## config.mk

```make
export PLATFORM = sky130hd
export DESIGN_NAME = bb3_back
export DESIGN_NICKNAME = d
export VERILOG_FILES = /design/src/hw/rtl/bb3_pkg.sv /design/src/hw/rtl/bb3_back.sv
export SDC_FILE = /design/constraint.sdc
export NUM_CORES = 2
export LEC_CHECK = 0
export BUFFER_PORTS_ARGS = -buffer_cell sky130_fd_sc_hd__buf_2
export CORE_ASPECT_RATIO = 1.75
export CORE_MARGIN = 5
export CORE_UTILIZATION = 35
export DETAILED_ROUTE_END_ITERATION = 16
export PLACE_DENSITY_LB_ADDON = 0.1
export SLEW_MARGIN = 15
export SYNTH_ARGS = -nofsm -noshare
export SYNTH_HDL_FRONTEND = slang
export SYNTH_SLANG_ARGS = --single-unit
export TNS_END_PERCENT = 10
```

## constraint.sdc

```tcl
create_clock -name clk -period 16.5 [get_ports clk]
set_input_delay 3.3 -clock clk [delete_from_list [all_inputs] [get_ports clk]]
set_output_delay 3.3 -clock clk [all_outputs]
set_load 0.01 [all_outputs]
```

## src/hw/rtl/bb3_pkg.sv

```systemverilog
// Types and constants of the 3x3 box blur.
package bb3_pkg;

	// register index taken from paddr[2]
	localparam logic RegWidth  = 1'b0;
	localparam logic RegHeight = 1'b1;

	// reciprocals: floor(a/3) = (a*5462)>>14, floor(a/9) = (a*7282)>>16, exact for a < 4096
	localparam logic [12:0] RecipThree = 13'd5462;
	localparam int          ShiftThree = 14;
	localparam logic [12:0] RecipNine  = 13'd7282;
	localparam int          ShiftNine  = 16;

	// neighbor counts that occur
	localparam logic [3:0] CntOne   = 4'd1;
	localparam logic [3:0] CntTwo   = 4'd2;
	localparam logic [3:0] CntThree = 4'd3;
	localparam logic [3:0] CntFour  = 4'd4;
	localparam logic [3:0] CntSix   = 4'd6;
	localparam logic [3:0] CntNine  = 4'd9;

	// one neighborhood: px[row*3+col], mask of in-frame neighbors, frame end flag
	typedef struct packed {
		logic [8:0][23:0] px;
		logic [8:0]       msk;
		logic             fend;
	} win_t;

	typedef struct packed {
		logic full;
		logic empty;
	} q_stat_t;

	typedef enum logic {
		F_IDLE,
		F_UPD
	} front_state_t;

endpackage

```

## src/hw/rtl/bb3_back.sv

```systemverilog
// Back end: masked channel sums, rounded division, output register.
module bb3_back (
	input  logic             clk,
	input  logic             arst_n,
	input  bb3_pkg::win_t    pop_data,
	input  bb3_pkg::q_stat_t q_stat,
	output logic             pop,
	output logic             m_tvalid,
	input  logic             m_tready,
	output logic [23:0]      m_tdata,  // red, green, blue
	output logic             m_tlast   // frame_end
);
	import bb3_pkg::*;

	// rounded mean: (2*sum + cnt) / (2*cnt)
	function automatic logic [7:0] mean8(input logic [11:0] sum, input logic [3:0] cnt);
		logic [12:0] n;
		logic [11:0] a3;
		logic [24:0] p3, p9;
		logic [7:0]  r;
		n  = {sum, 1'b0} + 13'(cnt);
		a3 = (cnt == CntSix) ? {1'b0, n[12:2]} : n[12:1];
		p3 = 25'(a3) * 25'(RecipThree);
		p9 = 25'(n[12:1]) * 25'(RecipNine);
		unique case (cnt)
			CntOne:   r = n[8:1];
			CntTwo:   r = n[9:2];
			CntFour:  r = n[10:3];
			CntThree: r = p3[ShiftThree +: 8];
			CntSix:   r = p3[ShiftThree +: 8];
			CntNine:  r = p9[ShiftNine +: 8];
			default:  r = n[8:1];
		endcase
		return r;
	endfunction

	logic             adv;
	logic             v_s1;
	logic [2:0][11:0] sum_s1;
	logic [3:0]       cnt_s1;
	logic             fend_s1;
	logic [2:0][11:0] sum_d;

	assign adv = ~(m_tvalid & ~m_tready);
	assign pop = adv & ~q_stat.empty;

	// masked sums over the nine neighbors
	always_comb begin
		for (int c = 0; c < 3; c++) begin
			sum_d[c] = '0;
			for (int k = 0; k < 9; k++)
				if (pop_data.msk[k]) sum_d[c] = sum_d[c] + 12'(pop_data.px[k][c*8 +: 8]);
		end
	end

	// valid bits
	always_ff @(posedge clk or negedge arst_n) begin
		if (!arst_n) begin
			v_s1     <= 1'b0;
			m_tvalid <= 1'b0;
		end else if (adv) begin
			v_s1     <= pop;
			m_tvalid <= v_s1;
		end
	end

	// payload
	always_ff @(posedge clk) begin
		if (pop) begin
			sum_s1  <= sum_d;
			cnt_s1  <= 4'($countones(pop_data.msk));
			fend_s1 <= pop_data.fend;
		end
		if (adv && v_s1) begin
			for (int c = 0; c < 3; c++) m_tdata[c*8 +: 8] <= mean8(sum_s1[c], cnt_s1);
			m_tlast <= fend_s1;
		end
	end

endmodule

```

==> metrics.yaml <==
ant_nets: 0
syn_inst: 3208
clk_pin_slew_ns: 0.06
antenna_found_initial: 56
cts_setup_buffers: 0
die_w_um: 222.7
rsz0062_at_grt: "no"
grt_pass1_vias: 24050
max_slew_margin_pct: 24.00
cp-end-kind: "flop"
grt_max_degree: 46
syn_area_um2: 27720
cp_num_buf_inv: 2
dr_total_vias: 22660
min_period_ns: 12.43
grt_use_total_pct: 18.63
fin_tns_setup_ns: 0
hpwl_um: 72300
drc: 0
worstPathRequired_ns: 16.71
grt_overflow: 0
critical-path-top-delay-family: "adder cells"
slew_viol_final: 0
drtIter0Drc: 618
fp.dieArea_um2: 85140
std_cell_rows: 136
criticalPathCategory: "input port to flop"
routed_wl_um: 79650
cp_common_cell: "ha_1"
final_nets: 4521
start_util_pct: 35.26
clk-insertion-delay-late_ns: 0.37
io-pin-count: 258
drt_pre_antenna_iters: 8
fmax_mhz: 80.48
cp-start-kind: "input port"
fillers: 8265
hold_violations: 0
layout-drive-gt1-share_pct: 12.50
ys_ff_latch: 68
grt_pass1_wl_um: 126300
htreeDepth: 3
cp_slowest_cell: "or4b_1"
hp-class: "flop to flop"
ys_types: 99
maxCapViolations: 0
hold_buffers: 0
max_stage_delay_ns: 0.47
async_flop_share_pct: 2.941
tritoncts.num_buffers: 9
cts_tree: "yes"
most-common-layout-cells: "608 x ha_1, 549 x inv_1, 256 x buf_2"
clockBufferDepth: 2
period_share_pct: 75.31
synth_edf_count: 66
clock_skew_ns: 0.007119
root_buffer: "clkbuf_16"
cts_resized: 0
worst_pin_slew_ns: 1.138
place_congestion: 0.8526
synth_flop_cell: "edfxtp_1"
syn-num-nets: 4286
final_common_cell: "ha_1"
avgSynthCellArea_um2: 8.640
status: "completed"
clock_sinks: 68
io_buffer_count: 256
core_region_area_um2: 78620
wl_per_cell_um: 17.67
ys_seq_area_share_pct: 7.331
cp_data_arrival_time_ns: 12.64
area_growth_pct: 10.66
die_height_um: 382.3
critPathMaxFanout: 25
ys_warn_count: 0
setup_violations: 0
viasPerCell: 5.025
[flip-flops by register name (all words and copies together), names as in the netlist]
register  count
cnt_s1        4
m_tvalid      1
m_tlast       1
sum_s1       36
m_tdata      24
v_s1          1
fend_s1       1
[final timing paths]
check / endpoint / start / depth (start not counted) / slack, ns
setup / recovery: sum_s1[11]$_DFFE_PP_ / pop_data[1] / 43 / 4.07
hold / removal: m_tlast$_DFFE_PP_ / fend_s1$_DFFE_PP_ / 0 / 0.43
setup reg to reg: m_tdata[23]$_DFFE_PP_ / cnt_s1[1]$_DFFE_PP_ / 29 / 8.35
hold reg to reg: m_tlast$_DFFE_PP_ / fend_s1$_DFFE_PP_ / 0 / 0.43
max in group asynchronous: m_tvalid$_DFFE_PN0N_ / arst_n / 1 / 13.70
min in group asynchronous: v_s1$_DFFE_PN0N_ / arst_n / 1 / 2.71
[Yosys cell counts, types with 11 or more instances]
master	n	area share, %
xnor2_1	144	4.6
ha_1	608	27
nor3_1	42	0.76
mux2i_1	28	1.0
and2_1	24	0.54
nand2_1	131	1.8
nor2_1	187	2.5
a211oi_1	29	0.79
o21ai_0	151	2.7
nand3_1	41	0.74
nor2b_1	53	1.2
o31ai_1	14	0.38
edfxtp_1	66	7.2
mux2_2	76	3.1
nand2b_1	31	0.70
inv_1	549	7.4
xor2_1	69	2.2
fa_1	239	17
a221oi_1	20	0.63
o211ai_1	11	0.30
or3_1	13	0.29
a21o_1	68	1.8
o221ai_1	15	0.47
a31oi_1	11	0.25
a21oi_1	234	4.2
o21ai_1	20	0.36
o21bai_1	25	0.68
clkbuf_1	48	0.65
o21a_1	55	1.5
[through the flow]
step | setup slack, ns | instances | hold WS [ns] | cell area [µm²] | utilization, %
floorplan | 5.031 | 3208 | 0.4003 | 27720 | -
global placement | 3.675 | 4467 | 0.4320 | 30280 | 38.52
detailed placement | 3.637 | 4467 | 0.4274 | 30280 | 38.52
CTS | 3.985 | 4483 | 0.4424 | 30610 | 38.93
global route | 3.179 | 4490 | 0.4572 | 30620 | 38.95
finish | 4.075 | 4509 | 0.4331 | 30670 | 39.02
[layout make-up]
cell class                      instances  area [µm²]  share of cell area, %
Clock buffer                            9       225.2                 0.7343
Sequential cell                        68        2032                  6.625
Multi-Input combinational cell       2523       23370                  76.19
Timing Repair Buffer                  285        1499                  4.887
Clock inverter                          7       98.84                 0.3223
Tap cell                             1035        1295                  4.222
Inverter                              556        2087                  6.804
Antenna cell                           26       65.06                 0.2121
[cells by family after synthesis]
group | after synthesis | synth area share [%]
adder cells (fa/ha/maj) | 852 | 44.89
AO/OA/AOI/OAI | 763 | 17.73
buffers and inverters | 617 | 8.473
AND/OR/NAND/NOR | 583 | 10.20
XOR/XNOR | 220 | 7.222
multiplexers | 105 | 4.153
flip-flops | 68 | 7.331
[layer usage]
layer  wire [µm]  global-route usage (%)  vias up  part of all wire [%]
li1            -                       -    11570                     -
met1       29210                   18.92    10540                    37
met2       44110                   37.65      372                    55
met3        4644                   4.933      111                   5.8
met4        1307                   3.655       60                   1.6
met5         384                       0        -                  0.48
Power is left out: the tool's default activity adds up to more than one toggle a clock period on the data nets, which glitch-free logic cannot reach.
