**src/hw/rtl/bb3_pkg.sv**
```systemverilog
// Types and constants of the 3x3 box blur.
package bb3_pkg;

	// register index taken from paddr[2]
	localparam logic RegWidth  = 1'b0;
	localparam logic RegHeight = 1'b1;

	// reciprocals: floor(a/3) = (a*5462)>>14, floor(a/9) = (a*7282)>>16, exact for a < 4096
	localparam logic [12:0] RecipThree = 13'd5462;
	localparam int          ShiftThree = 14;
	localparam logic [12:0] RecipNine  = 13'd7282;
	localparam int          ShiftNine  = 16;

	// neighbor counts that occur
	localparam logic [3:0] CntOne   = 4'd1;
	localparam logic [3:0] CntTwo   = 4'd2;
	localparam logic [3:0] CntThree = 4'd3;
	localparam logic [3:0] CntFour  = 4'd4;
	localparam logic [3:0] CntSix   = 4'd6;
	localparam logic [3:0] CntNine  = 4'd9;

	// one neighborhood: px[row*3+col], mask of in-frame neighbors, frame end flag
	typedef struct packed {
		logic [8:0][23:0] px;
		logic [8:0]       msk;
		logic             fend;
	} win_t;

	typedef struct packed {
		logic full;
		logic empty;
	} q_stat_t;

	typedef enum logic {
		F_IDLE,
		F_UPD
	} front_state_t;

endpackage

```
**src/hw/rtl/bb3_queue.sv**
```systemverilog
// Two-entry queue between front end and back end.
module bb3_queue (
	input  logic             clk,
	input  logic             arst_n,
	input  logic             push,
	input  bb3_pkg::win_t    push_data,
	input  logic             pop,
	output bb3_pkg::win_t    pop_data,
	output bb3_pkg::q_stat_t q_stat
);
	import bb3_pkg::*;

	win_t       ent_q [2];
	logic       wr_ptr_q, rd_ptr_q;
	logic [1:0] cnt_q;
	logic       do_push, do_pop;

	assign q_stat.full  = (cnt_q == 2'd2);
	assign q_stat.empty = (cnt_q == 2'd0);
	assign do_push  = push & ~q_stat.full;
	assign do_pop   = pop & ~q_stat.empty;
	assign pop_data = ent_q[rd_ptr_q];

	// storage
	always_ff @(posedge clk) begin
		if (do_push) ent_q[wr_ptr_q] <= push_data;
	end

	// pointers and fill count
	always_ff @(posedge clk or negedge arst_n) begin
		if (!arst_n) begin
			wr_ptr_q <= 1'b0;
			rd_ptr_q <= 1'b0;
			cnt_q    <= 2'd0;
		end else begin
			if (do_push) wr_ptr_q <= ~wr_ptr_q;
			if (do_pop)  rd_ptr_q <= ~rd_ptr_q;
			cnt_q <= cnt_q + {1'b0, do_push} - {1'b0, do_pop};
		end
	end

endmodule

```
**config.mk**
```make
export PLATFORM = sky130hd
export DESIGN_NAME = bb3_queue
export DESIGN_NICKNAME = d
export VERILOG_FILES = /design/src/hw/rtl/bb3_pkg.sv /design/src/hw/rtl/bb3_queue.sv
export SDC_FILE = /design/constraint.sdc
export NUM_CORES = 1
export LEC_CHECK = 0
export ABC_AREA = 1
export BUFFER_PORTS_ARGS = -buffer_cell sky130_fd_sc_hd__clkbuf_2
export CORE_MARGIN = 5
export CORE_UTILIZATION = 30
export CTS_BUF_LIST = sky130_fd_sc_hd__clkbuf_8
export CTS_CLUSTER_DIAMETER = 50
export DETAILED_ROUTE_END_ITERATION = 8
export HOLD_SLACK_MARGIN = 0.06
export PLACE_DENSITY = 0.49
export SLEW_MARGIN = 10
export SYNTH_ARGS = -nofsm -noshare
export SYNTH_HDL_FRONTEND = slang
export SYNTH_SLANG_ARGS = --single-unit
```
**constraint.sdc**
```tcl
create_clock -name clk -period 25.1 [get_ports clk]
set_input_delay 2.51 -clock clk [delete_from_list [all_inputs] [get_ports clk]]
set_output_delay 2.51 -clock clk [all_outputs]
set_load 0.05 [all_outputs]
```
==> impl_metrics.env, run 1 <==
export IMPL_pin_count=458
export IMPL_status="finished clean"
export IMPL_root_buffer="clkbuf_8"
export IMPL_fillers=5395
export IMPL_sw_frac_of_total=0.4818
export IMPL_slew_viol_final=0
export IMPL_post_route_period_util=0.2379
export IMPL_reg2reg_depth=5
export IMPL_ys_types=11
export IMPL_synth_top_area_share=0.8161
export IMPL_cts_resized=0
export IMPL_pwr_share_clk=0.201
export IMPL_ys_ff_latch=456
export IMPL_cp_start_kind="register"
export IMPL_slew_headroom=0.3312
export IMPL_setup_viol=0
export IMPL_worstSkewPairLatency_ns=0.65
export IMPL_layout_drive_gt1_share=0.3207
export IMPL_min_path_type="reg -> reg"
export IMPL_post_cts_buffers=0
export IMPL_clock_path_buffers=3
export IMPL_grt_overflow=0
export IMPL_leakage_nw=9.145
export IMPL_worst_pin_slew_ns=1.003
export IMPL_synth_nets=1446
export IMPL_cts_tree="built"
export IMPL_nets=1947
export IMPL_wl_mm=42.54
export IMPL_drt_iter0_drc=431
export IMPL_fmax_mhz=167.4
export IMPL_synth_cells_most_frequent="nand2_1 (691), edfxtp_1 (452), buf_2 (34), buf_4 (13), inv_1 (10)"
export IMPL_chipHeight_um=245.5
export IMPL_peakVddDrop_v=0.0001567
export IMPL_holdPathStages=2
export IMPL_antenna_found_initial=7
export IMPL_grt_usage=0.1362
export IMPL_yosysWarningCount=0
export IMPL_fp_dieW_um=245.5
export IMPL_drc=0
export IMPL_cts_made_buffers=81
export IMPL_cts_sinks=456
export IMPL_critPathRequiredTime_ns=22.59
export IMPL_die_area_um2=60250
export IMPL_viasPerCell=4.197
export IMPL_rows=86
export IMPL_mappedNetlistArea_um2=16630
export IMPL_vias=10590
export IMPL_wl_per_cell_um=16.87
export IMPL_grt_first_pass_wirelength_mm=63.21
export IMPL_synth_seq_area_share=0.8221
export IMPL_syn2layout_area_growth_pct=27.05
export IMPL_dp_slack_ns=19.46
export IMPL_powerDensity_nw_per_um2=145.5
export IMPL_initial_core_util=0.3025
export IMPL_netSwitchingPower_mw=1.481
export IMPL_worst_ep_arrival_time_ns=3.46
export IMPL_maxCapViolCount=0
export IMPL_fin_ws_ns=19.13
export IMPL_grt_max_degree=115
export IMPL_finalPower_mw=3.075
export IMPL_synth_most_common_cell="nand2_1"
export IMPL_cts_hold_repair_buffers=0
export IMPL_syn_inst=1214
export IMPL_pwr_share_seq=0.353
export IMPL_synth_top_cell_by_area="edfxtp_1"
export IMPL_intPower_mw=1.593
export IMPL_dp_hpwl_mm=27.48
export IMPL_setup_tns_final_ns=0
export IMPL_drtAntennaViolNets=0
export IMPL_ys_flop_type="edfxtp_1"
export IMPL_crit_fanout=75
export IMPL_grt_pass1_vias=10760
export IMPL_pwr_share_comb=0.445
export IMPL_cp_end_kind="output port"
export IMPL_gp_congestion=0.8245
export IMPL_ys_async_sr_fraction=0.008772
export IMPL_post_route_util=0.3843
export IMPL_coreArea_um2=54990
export IMPL_fin_skew_ns=0.04688
export IMPL_portBuffers=457
export IMPL_drt_pass1_iterations=7
export IMPL_synthTopCellsByArea="edfxtp_1 (82%), nand2_1 (16%), buf_2 (1.0%)"
export IMPL_finalHoldViolCount=0
export IMPL_grt_setup_unrepaired="false"
export IMPL_clk_pin_slew_worst_paths_ns=0.06
export IMPL_period_minus_slack_ns=5.972
export IMPL_htreeDepth=3
export IMPL_critPathKind="reg -> out"
export IMPL_synth_edf_count=452
export IMPL_synth_avg_cell_area_um2=13.70
==> critical path, stage by stage, from the launching register on <==
cell	delay (ns)
dfrtp_4	0.72
inv_6	0.55
buf_4	0.78
nand2_1	0.10
nand2_1	0.28
clkbuf_2	0.34
==> sequential cells by signal, summed over array words and instances (netlist names) <==
| register | cells |
|---|---|
| cnt_q | 2 |
| ent_q | 452 |
| rd_ptr_q | 1 |
| wr_ptr_q | 1 |
==> logic make-up (layout without fill, tap and decap cells) <==
family / after synthesis / count (layout) / synth area share
AND/OR/NAND/NOR: 695 / 695 / 0.1571
flip-flops: 456 / 456 / 0.8221
other: 0 / 3 / 0
buffers and inverters: 61 / 618 / 0.01926
adder cells (fa/ha/maj): 2 / 2 / 0.001504
==> placed cells by master, fill, tap and decap left out <==
cell,instances
nor2_4,1
clkinv_8,1
ha_1,2
inv_1,32
dfrtp_1,3
buf_4,11
edfxtp_1,452
diode_2,3
clkbuf_8,85
nand2_1,691
clkinv_1,20
clkinvlp_4,2
bufinv_16,1
clkinv_4,1
inv_6,2
dfrtp_4,1
nand3_1,3
clkinv_2,4
clkbuf_2,457
inv_8,2
==> layer usage <==
layer / track usage / wire, um
met5: 0 / 51
met4: 0.03823 / 801
met3: 0.06315 / 4209
met2: 0.2225 / 20280
met1: 0.1633 / 17200
==> layout make-up <==
class                      count  area, um2  area share
sequential                   456      13680      0.6473
multi-input combinational    697       2645      0.1252
timing repair buffer         468       2370      0.1122
clock buffer                  85       1170     0.05536
tap                          748      935.9     0.04429
clock inverter                54      271.5     0.01285
inverter                      11      53.80    0.002546
antenna                        3      7.507   0.0003553
==> power groups by stage <==
| stage | clock (mW) | sequential (mW) | combinational (mW) |
|---|---|---|---|
| final | 0.619 | 1.09 | 1.37 |
| after floorplan | 0 | 1.14 | 1.04 |
| after global routing | 0.681 | 1.10 | 1.46 |
| after detailed placement | 0 | 1.10 | 1.39 |
| after CTS | 0.644 | 1.09 | 1.40 |
| after global placement | 0 | 1.10 | 1.39 |
==> metrics by stage <==
step                      cells  hold slack, ns  cell area (um2)
after floorplan            1214          0.4419            16630
final                      2522          0.5075            21130
after CTS                  2519          0.4971            21120
after global routing       2519          0.5147            21120
after global placement     2380          0.4881            19680
after detailed placement   2380          0.4845            19680
==> path summary, 6_finish.rpt <==
check                               from             to  slack, ns
worst max-delay path            rd_ptr_q   pop_data[91]      19.13
worst min-delay path            wr_ptr_q       wr_ptr_q       0.51
worst max register to register  cnt_q[1]  ent_q[0][140]      21.50
worst min register to register  wr_ptr_q       wr_ptr_q       0.51
max in group asynchronous         arst_n       rd_ptr_q      23.25
min in group asynchronous         arst_n       cnt_q[0]       1.68
No activity file was read; power rests on OpenSTA's default activity.
==> run 2: changes to the inputs <==
--- a/config.mk
+++ b/config.mk
@@ -5,7 +5,7 @@
 export SDC_FILE = /design/constraint.sdc
 export NUM_CORES = 1
 export LEC_CHECK = 0
-export ABC_AREA = 1
+export ABC_AREA = 0
 export BUFFER_PORTS_ARGS = -buffer_cell sky130_fd_sc_hd__clkbuf_2
 export CORE_MARGIN = 5
 export CORE_UTILIZATION = 30
==> constraint.sdc (replaced) <==
create_clock -name clk -period 5.96 [get_ports clk]
set_input_delay 0.596 -clock clk [delete_from_list [all_inputs] [get_ports clk]]
set_output_delay 0.596 -clock clk [all_outputs]
set_load 0.05 [all_outputs]
==> run 2 against run 1 <==
Non-clock buffer count increased by 71. Cell area is 4.0% higher. Worst hold slack got worse by 0.35 ns. Synthesized cell count fell by 41%. Wire length decreased by 7.6%. Core utilization rose by 1.5 points. Critical endpoint is now pop_data[81].
==> impl_metrics.env, run 2 <==
export IMPL_worstSkewPairLatency_ns=0.64
export IMPL_post_cts_buffers=0
export IMPL_grt_usage=0.1266
export IMPL_root_buffer="clkbuf_8"
export IMPL_synth_cells_most_frequent="edfxtp_1 (452), mux2_2 (196), mux2_4 (30), buf_4 (11), buf_2 (10)"
export IMPL_syn_inst=721
export IMPL_synth_avg_cell_area_um2=23.03
export IMPL_crit_fanout=114
export IMPL_layout_commonest_cell="clkbuf_2"
export IMPL_chipHeight_um=245.3
export IMPL_fillers=5133
export IMPL_cp_num_buf_inv=2
export IMPL_ys_types=16
export IMPL_synth_nets=953
export IMPL_cts_resized=0
export IMPL_nets=1550
export IMPL_htreeDepth=3
export IMPL_min_delay_start="push_data[123]"
export IMPL_cts_tree="built"
export IMPL_cp_slowest_cell="dfrtp_4"
export IMPL_synth_most_common_cell="edfxtp_1"
export IMPL_cts_sinks=456
export IMPL_reg_largest_list="ent_q: 452 flops, cnt_q: 2 flops"
export IMPL_critPathKind="reg -> out"
export IMPL_synth_top_cell_by_area="edfxtp_1"
export IMPL_fmax_mhz=277.2
export IMPL_pin_count=458
export IMPL_die_area_um2=60160
export IMPL_cp_start_kind="register"
export IMPL_gp_congestion=0.7619
export IMPL_grt_setup_unrepaired="false"
export IMPL_dp_slack_ns=2.999
export IMPL_mappedNetlistArea_um2=16610
export IMPL_viasPerCell=4.182
export IMPL_grt_pass1_vias=9628
export IMPL_slowest_delay_ns=0.92
export IMPL_fp_dieW_um=245.3
export IMPL_finalPower_mw=12.42
export IMPL_powerDensity_nw_per_um2=565.3
export IMPL_layout_drive_gt1_share=0.5768
export IMPL_setup_tns_final_ns=0
export IMPL_vias=8904
export IMPL_finalHoldViolCount=0
export IMPL_fin_skew_ns=0.02753
export IMPL_leakage_nw=8.405
export IMPL_grt_max_degree=125
export IMPL_slew_headroom=0.3528
export IMPL_r2r_start="cnt_q[1]"
export IMPL_worst_pin_slew_ns=0.9709
export IMPL_setup_viol=0
export IMPL_wl_per_cell_um=18.46
export IMPL_portBuffers=457
export IMPL_coreArea_um2=54990
export IMPL_synth_edf_count=452
export IMPL_grt_overflow=0
export IMPL_multi_input_area_um2=2760
export IMPL_clk_pin_slew_worst_paths_ns=0.06
export IMPL_drt_pass1_iterations=4
export IMPL_cts_made_buffers=81
export IMPL_ys_ff_latch=456
export IMPL_ys_async_sr_fraction=0.008772
export IMPL_post_route_period_util=0.6052
export IMPL_ys_flop_type="edfxtp_1"
export IMPL_synthTopCellsByArea="edfxtp_1 (82%), mux2_2 (13%), mux2_4 (2.7%)"
export IMPL_syn2layout_area_growth_pct=32.29
export IMPL_worst_ep_arrival_time_ns=3.01
export IMPL_min_path_type="in -> reg"
export IMPL_wl_mm=39.29
export IMPL_initial_core_util=0.3020
export IMPL_cp_end_kind="output port"
export IMPL_peakVddDrop_v=0.0004058
export IMPL_antenna_found_initial=4
export IMPL_crit_start="rd_ptr_q"
export IMPL_path_cells="buf_12 -> mux2_2 -> clkbuf_2"
export IMPL_regMostFlops="ent_q"
export IMPL_largest_reg_flops=452
export IMPL_layout_common_cells="clkbuf_2 (457), edfxtp_1 (452), mux2_2 (196)"
export IMPL_dp_hpwl_mm=26.29
export IMPL_synth_top_area_share=0.8174
export IMPL_cp_top_family="flip-flops"
export IMPL_fin_ws_ns=2.353
export IMPL_clock_path_buffers=3
export IMPL_rows=86
export IMPL_yosysWarningCount=0
export IMPL_slew_viol_final=0
export IMPL_synth_seq_area_share=0.8234
export IMPL_register_area_um2=13680
export IMPL_maxCapViolCount=0
export IMPL_grt_first_pass_wirelength_mm=58.23
export IMPL_drc=0
export IMPL_drtAntennaViolNets=0
export IMPL_drt_iter0_drc=334
export IMPL_status="finished clean"
export IMPL_period_minus_slack_ns=3.607
export IMPL_critPathRequiredTime_ns=5.36
run 2: cell types whose count changed after synthesis, moves of 4 or more:
cell     change
inv_1        -8
buf_2       -24
nand2_1    -690
buf_6        +4
mux2_2     +196
mux2_4      +30
run 2: repair_timing:
action / in CTS / in global routing
hold endpoints to repair: 132 / 0
setup endpoints to repair: 0 / 0
hold buffers: 73 / 0
run 2: path summary, 6_finish.rpt:
path / endpoint / slack [ns] / cells after the start
setup reg to reg: ent_q[0][203] / 3.32 / 5
hold / removal: ent_q[0][123] / 0.15 / 1
max in group asynchronous: rd_ptr_q / 5.48 / 2
setup / recovery: pop_data[81] / 2.35 / 3
hold reg to reg: cnt_q[1] / 0.51 / 1
min in group asynchronous: cnt_q[1] / 0.32 / 2
run 2: power by group:
| group | leakage [nW] | internal (mW) | switching (mW) | total (mW) |
|---|---|---|---|---|
| Combinational | 3.33 | 1.37 | 3.83 | 5.21 |
| Clock | 0.832 | 1.37 | 1.23 | 2.61 |
| Sequential | 4.24 | 4.39 | 0.216 | 4.61 |
| Total | 8.41 | 7.14 | 5.28 | 12.4 |
run 2: layout make-up:
| type | count | share of cell area |
|---|---|---|
| timing repair buffer | 539 | 0.1422 |
| antenna | 1 | 0.0001139 |
| multi-input combinational | 238 | 0.1256 |
| sequential | 456 | 0.6226 |
| inverter | 2 | 0.0003417 |
| clock inverter | 59 | 0.01270 |
| tap | 748 | 0.04260 |
| clock buffer | 86 | 0.05388 |
run 2: cells by family after synthesis:
family | after synthesis | share of synthesized area
mux | 226 | 0.1600
xor+xnor | 4 | 0.002110
buf+inv | 27 | 0.01115
simple gates | 6 | 0.001809
fa+ha+maj | 2 | 0.001507
flops | 456 | 0.8234
run 2: layer usage:
| layer | GRT usage | wire length (um) | up-vias |
|---|---|---|---|
| met5 | 0 | 29 | - |
| met2 | 0.2075 | 19450 | 338 |
| met3 | 0.05237 | 3543 | 71 |
| met1 | 0.1481 | 15290 | 4392 |
| li1 | - | - | 4099 |
| met4 | 0.05182 | 987 | 4 |
run 2: stage by stage:
step	util	area, um2	hold slack, ns	cells
global placement	0.3596	19770	0.4312	1910
finish	0.3995	21970	0.1531	2129
global route	0.3995	21970	0.08421	2129
CTS	0.3995	21970	0.06001	2128
floorplan	-	16610	0.3004	721
detailed placement	0.3596	19770	0.4251	1910
